File: config.mk
export PLATFORM = sky130hd
export DESIGN_NAME = rlw_time_unit
export DESIGN_NICKNAME = d
export VERILOG_FILES = /design/src/hdl/rlw_pkg.sv /design/src/hdl/rlw_time_unit.sv
export SDC_FILE = /design/constraint.sdc
export NUM_CORES = 1
export LEC_CHECK = 0
export ABC_CLOCK_PERIOD_IN_PS = 6880
export BUFFER_PORTS_ARGS = -buffer_cell sky130_fd_sc_hd__buf_2
export CAP_MARGIN = 20
export CORE_MARGIN = 2
export CORE_UTILIZATION = 54
export DETAILED_ROUTE_END_ITERATION = 10
export GPL_TIMING_DRIVEN = 0
export PLACE_DENSITY = 0.84
export SLEW_MARGIN = 20
export SYNTH_ARGS = -nofsm -noshare
export SYNTH_HDL_FRONTEND = slang
export SYNTH_SLANG_ARGS = --single-unit
File: constraint.sdc
create_clock -name vclk -period 6.88
set_input_delay 1.376 -clock vclk [all_inputs]
set_output_delay 1.376 -clock vclk [all_outputs]
set_load 0.005 [all_outputs]
File: src/hdl/rlw_pkg.sv
`default_nettype none
package rlw_pkg;

  // Field widths
  localparam int TIME_W      = 48;
  localparam int SEQ_W       = 16;
  localparam int BYTES_W     = 16;
  localparam int LOSS_VAL_W  = 15;
  localparam int WIN_W       = 24;
  localparam int EXP_OUT_W   = 25;
  localparam int BYTES_OUT_W = 26;
  localparam int PKTS_OUT_W  = 11;
  localparam int SPAN_W      = 24;

  // Window length after reset, in microseconds
  localparam logic [WIN_W-1:0] WINDOW_RESET = 24'd2000000;

  // Packed FIFO entry widths
  localparam int LOSS_ENTRY_W = TIME_W + 2 * LOSS_VAL_W;
  localparam int BYTE_ENTRY_W = TIME_W + BYTES_W;

  // Per-request sequencer
  typedef enum logic [2:0] {
    ST_IDLE,
    ST_LOSS_RD,
    ST_LOSS_CHK,
    ST_BYTE_RD,
    ST_BYTE_CHK,
    ST_SPAN_RD,
    ST_DONE
  } state_t;

  // Shared time unit result
  typedef struct packed {
    logic              expired;
    logic [SPAN_W-1:0] span;
  } time_res_t;

endpackage
`default_nettype wire

File: src/hdl/rlw_time_unit.sv
`default_nettype none
module rlw_time_unit (
  input  wire logic [rlw_pkg::TIME_W-1:0] now,
  input  wire logic [rlw_pkg::TIME_W-1:0] entry_time,
  input  wire logic [rlw_pkg::WIN_W-1:0]  window,
  output rlw_pkg::time_res_t              res
);
  import rlw_pkg::*;

  logic [TIME_W:0]   diff;
  logic              ahead;

  // One subtract serves both the expiry test and the span
  assign diff  = {1'b0, now} - {1'b0, entry_time};
  assign ahead = !diff[TIME_W] && (diff != '0);

  always_comb begin
    // now - t > window  <=>  t + window < now
    res.expired = ahead && (diff[TIME_W-1:0] > {{(TIME_W-WIN_W){1'b0}}, window});
    // Span clamps at zero for time going backward and saturates at 24 bits
    if (!ahead) begin
      res.span = '0;
    end else if (diff[TIME_W-1:SPAN_W] != '0) begin
      res.span = '1;
    end else begin
      res.span = diff[SPAN_W-1:0];
    end
  end

endmodule
`default_nettype wire
======== Yosys cells after proc, flatten, opt, wreduce, memory -nomap -nowiden ========
Cells that the tools add are included.
Widths: inputs -> output; s select.
operators by class
  reduce and logical (&&, ||, !) cells .... 5
  bitwise logic cells ..................... 0
  multipliers ............................. 0
  equality and inequality tests ........... 0
  order comparisons ....................... 1
  mux-type cells .......................... 2
  div/mod/pow operators ................... 0
  shift operators ......................... 0
  $add $sub $neg .......................... 1
operators by type and width
  operator            number
  $reduce_bool 49->1  1
  $sub 48x48->49      1
  $gt 48x24->1        1
  $mux 24             2
  $reduce_bool 24->1  1
  $logic_and 1x1->1   2
  $logic_not 1->1     1
word-level totals
  logic and storage cells ................. 9
  output and inout bits ................... 25
  latch bits .............................. 0
  ROM bits ................................ 0
  memories kept ........................... 0
  register bits after elaboration ......... 0
  memory bits (writable) .................. 0
  input bits .............................. 120

======== Depth between registers and ports, before layout ========
  word-level depth ........................ 4
  mapped depth ............................ 20
  depth with buffers taken out ............ 20

======== Least setup slack after synthesis ========
OpenSTA, ideal clock, no wires.
  path type ............................... input -> output
  from .................................... input now[0] in the netlist's numbering
  to ...................................... output res[24] in the netlist's numbering
  data arrival time ....................... 4.604 ns
  required time ........................... 5.504 ns
  cell stages on the path ................. 20
  slack ................................... 0.900 ns
  path buffers ............................ 0
  cell sequence ........................... inv_1 -> ha_1 -> inv_1 -> fa_1 -> a211oi_1 -> o21ai_1 -> a21boi_0 -> o21bai_1 -> a21oi_1 -> o21ai_0 -> xor2_1 -> ha_1 -> nand4_1 -> nor2_1 -> and3_1 -> o21ai_0 -> a211oi_1 -> a2bb2oi_1 -> o21ai_1 -> a31oi_1
RTL lines
  element          RTL line            RTL
  start, declared  rlw_time_unit.sv:3  input wire logic [rlw_pkg::TIME_W-1:0] now,
  end, declared    rlw_time_unit.sv:6  output rlw_pkg::time_res_t res

==> out/metrics.yaml <==
powerDensity_nw_per_um2: 102
tightest_slew_ns: 0.657
grt_overflow: 0
finalSetupViolations: 0
synth_top_family_by_area: "compound AO/OA/AOI/OAI gates"
max_slew_margin_pct: 55.9
grt_pass1_vias: 4904
worstPathRequired_ns: 5.50
hold_depth: 4
maxCapViolCount: 0
finalCritPeriodShare_pct: 97.0
multi_input_area_sq_um: 3870
sequentialPowerShare_pct: 0
grt_pass1_wl_microns: 22400
nFlopsAndLatches: 0
regArea_sq_um: 0
nets: 1007
synth-xor-area-share_pct: 6.11
leakage_nw: 2.78
utilization_pct: 67.0
num_vias: 5530
synth.net_count: 858
worstSetupPathType: "input port to output pin"
holdBufCountCts: 0
netlist_area_sq_um: 4300
drc: 0
antenna_found_initial: 0
yosysSeqAreaShare_pct: 0
cp.arrival_ns: 5.30
slew_violations: 0
min_path_type: "input port to output pin"
grt_max_degree: 11
dieHeight_microns: 93.2
die_w_microns: 93.2
num-fill-cells: 734
numPortBuffers: 145
hp-start: "entry_time[0]"
layout-drive-gt1-share_pct: 23.3
synthAdderAreaFrac_pct: 21.4
yosys_warnings: 0
grtUsageTotal_pct: 31.0
vias_per_cell: 6.05
nClkBuffers: 0
avgSynthCellArea_sq_um: 6.47
fin_crit_ns: 6.68
ant_nets: 0
core_sq_um: 7730
post_drt_wl_per_cell_microns: 15.5
internal_power_mw: 0.216
row_count: 32
dp.final_hpwl_microns: 12300
die-area_sq_um: 8690
synth_mux_area_share_pct: 1.63
diodes: 0
switching_share_pct: 59.1
gp_congestion: 1.08
initial_core_util_pct: 55.7
io_pins: 145
first_iter_violations: 357
synth_cell_types: 68
detail_route.first_pass.iterations: 5
synthToLayoutAreaGrowth_pct: 20.4
clockPowerShare_pct: 0
ir_drop_mv: 0.0493
crit_path_max_fanout: 3
setup.worst_path.start: "now[0]"
synth_simple_gate_area_share_pct: 25.7
p_switching_mw: 0.312
cp-start-kind: "input port"
end_kind: "output pin"
hold_violations: 0
wirelength_microns: 14200
outcome: "finished, final reports clean"
max_freq_mhz: 150
holdWs_ns: 3.26
synth_cells: 665
synth_compound_area_share_pct: 34.9
pwr-share-comb_pct: 100.0
## synth_stat cells, types with 4 or more instances
cell | instances | area [sq um]
nor4_1 | 11 | 68.8
buf_2 | 8 | 40.0
or2_2 | 7 | 43.8
a21o_1 | 24 | 180
inv_1 | 81 | 304
o22ai_1 | 4 | 25.0
o211ai_1 | 10 | 75.1
a211oi_1 | 8 | 60.1
a31oi_1 | 8 | 50.1
o31ai_1 | 4 | 30.0
nand2_1 | 63 | 236
nand4_1 | 21 | 131
nor3_1 | 11 | 55.1
o21ai_0 | 35 | 175
xnor2_1 | 13 | 114
a31o_2 | 4 | 35.0
and3_1 | 5 | 31.3
o21a_1 | 13 | 97.6
nor2b_1 | 5 | 31.3
a211o_1 | 5 | 43.8
clkbuf_1 | 9 | 33.8
buf_4 | 4 | 30.0
o211a_1 | 4 | 40.0
a21boi_0 | 4 | 30.0
xor2_1 | 17 | 149
ha_1 | 72 | 901
nor2_1 | 63 | 236
or3_1 | 5 | 31.3
mux2i_1 | 7 | 70.1
a21oi_1 | 83 | 415
## power by group through the flow
| stage | clock network, mW | registers, mW | logic, mW |
|---|---|---|---|
| floorplan | 0 | 0 | 0.358 |
| detailed placement | 0 | 0 | 0.511 |
| CTS | 0 | 0 | 0.513 |
| finish | 0 | 0 | 0.529 |
| global route | 0 | 0 | 0.582 |
| global placement | 0 | 0 | 0.498 |
## metrics by stage
stage / area (sq um) / worst slack [ns] / TNS (ns) / instances / power (mW)
2_1_floorplan: 4300 / 0.900 / 0 / 665 / 0.358
3_3_place_gp: 5150 / 0.0997 / 0 / 912 / 0.498
5_1_grt: 5180 / -0.0164 / -0.0164 / 914 / 0.582
3_5_place_dp: 5150 / 0.0697 / 0 / 912 / 0.511
4_1_cts: 5150 / 0.0525 / 0 / 912 / 0.513
6_report: 5180 / 0.203 / 0 / 914 / 0.529
## layout by cell type, fill, tap and decap left out, drive strengths merged, types with 4 or more instances in the layout
master  count
nand4      23
or2         8
a21oi      84
a211o       5
ha         72
nor2b       5
nor3       11
xor2       17
clkbuf     11
inv        81
o22ai       4
or3         6
a211oi      8
nor2       63
a21o       24
nand2      63
o21a       15
mux2i       7
a31o        4
o211ai     10
xnor2      13
o21ai      38
a31oi       8
a21boi      4
and3        5
buf       161
o31ai       4
o211a       4
nor4       11
## per-layer routing
layer  global-route usage (%)  share of wire, %  up-vias
met1                     46.4                47     2494
met2                     50.3                43      289
met5                        0                 0        -
met3                     1.37               8.7       26
met4                     4.04               1.7        0
li1                         -                 -     2721
## repair_timing
item                                    in CTS  in global routing
setup buffers                                0                  2
resized for setup                            0                  4
endpoints found under the setup margin       0                 21
hold endpoints to repair                     0                  0
## final cells by class
class / instances / share of cell area, %
repair buffers: 147 / 14.3
inverters: 81 / 5.87
plain buffers: 25 / 2.63
well taps: 102 / 2.46
multi-input cells: 559 / 74.7
## worst max-delay path, cell delays in order
cell and delay (ns):
buf_2 0.09, inv_1 0.04, ha_1 0.16, inv_1 0.05
fa_1 0.43, a211oi_2 0.26, o21ai_1 0.21, a21boi_2 0.25
o21bai_1 0.08, a21oi_1 0.26, o21ai_0 0.17, xor2_1 0.21
ha_1 0.33, nand4_1 0.12, nor2_1 0.16, and3_1 0.20
o21ai_0 0.09, a211oi_1 0.21, a2bb2oi_1 0.16, o21ai_1 0.09
a31oi_1 0.19, buf_2 0.14
## logic make-up (layout without fill, tap and decap cells)
kind of cell | after synthesis | count (layout)
compound gates | 233 | 233
xor+xnor | 30 | 30
fa+ha+maj | 73 | 73
buf+inv | 106 | 253
mux | 7 | 7
simple gates | 216 | 216
## path summary, 6_finish.rpt
| path | slack [ns] | end |
|---|---|---|
| setup / recovery | 0.20 | res[24] |
| hold / removal | 3.26 | res[0] |
No activity file was read; power rests on OpenSTA's default activity.
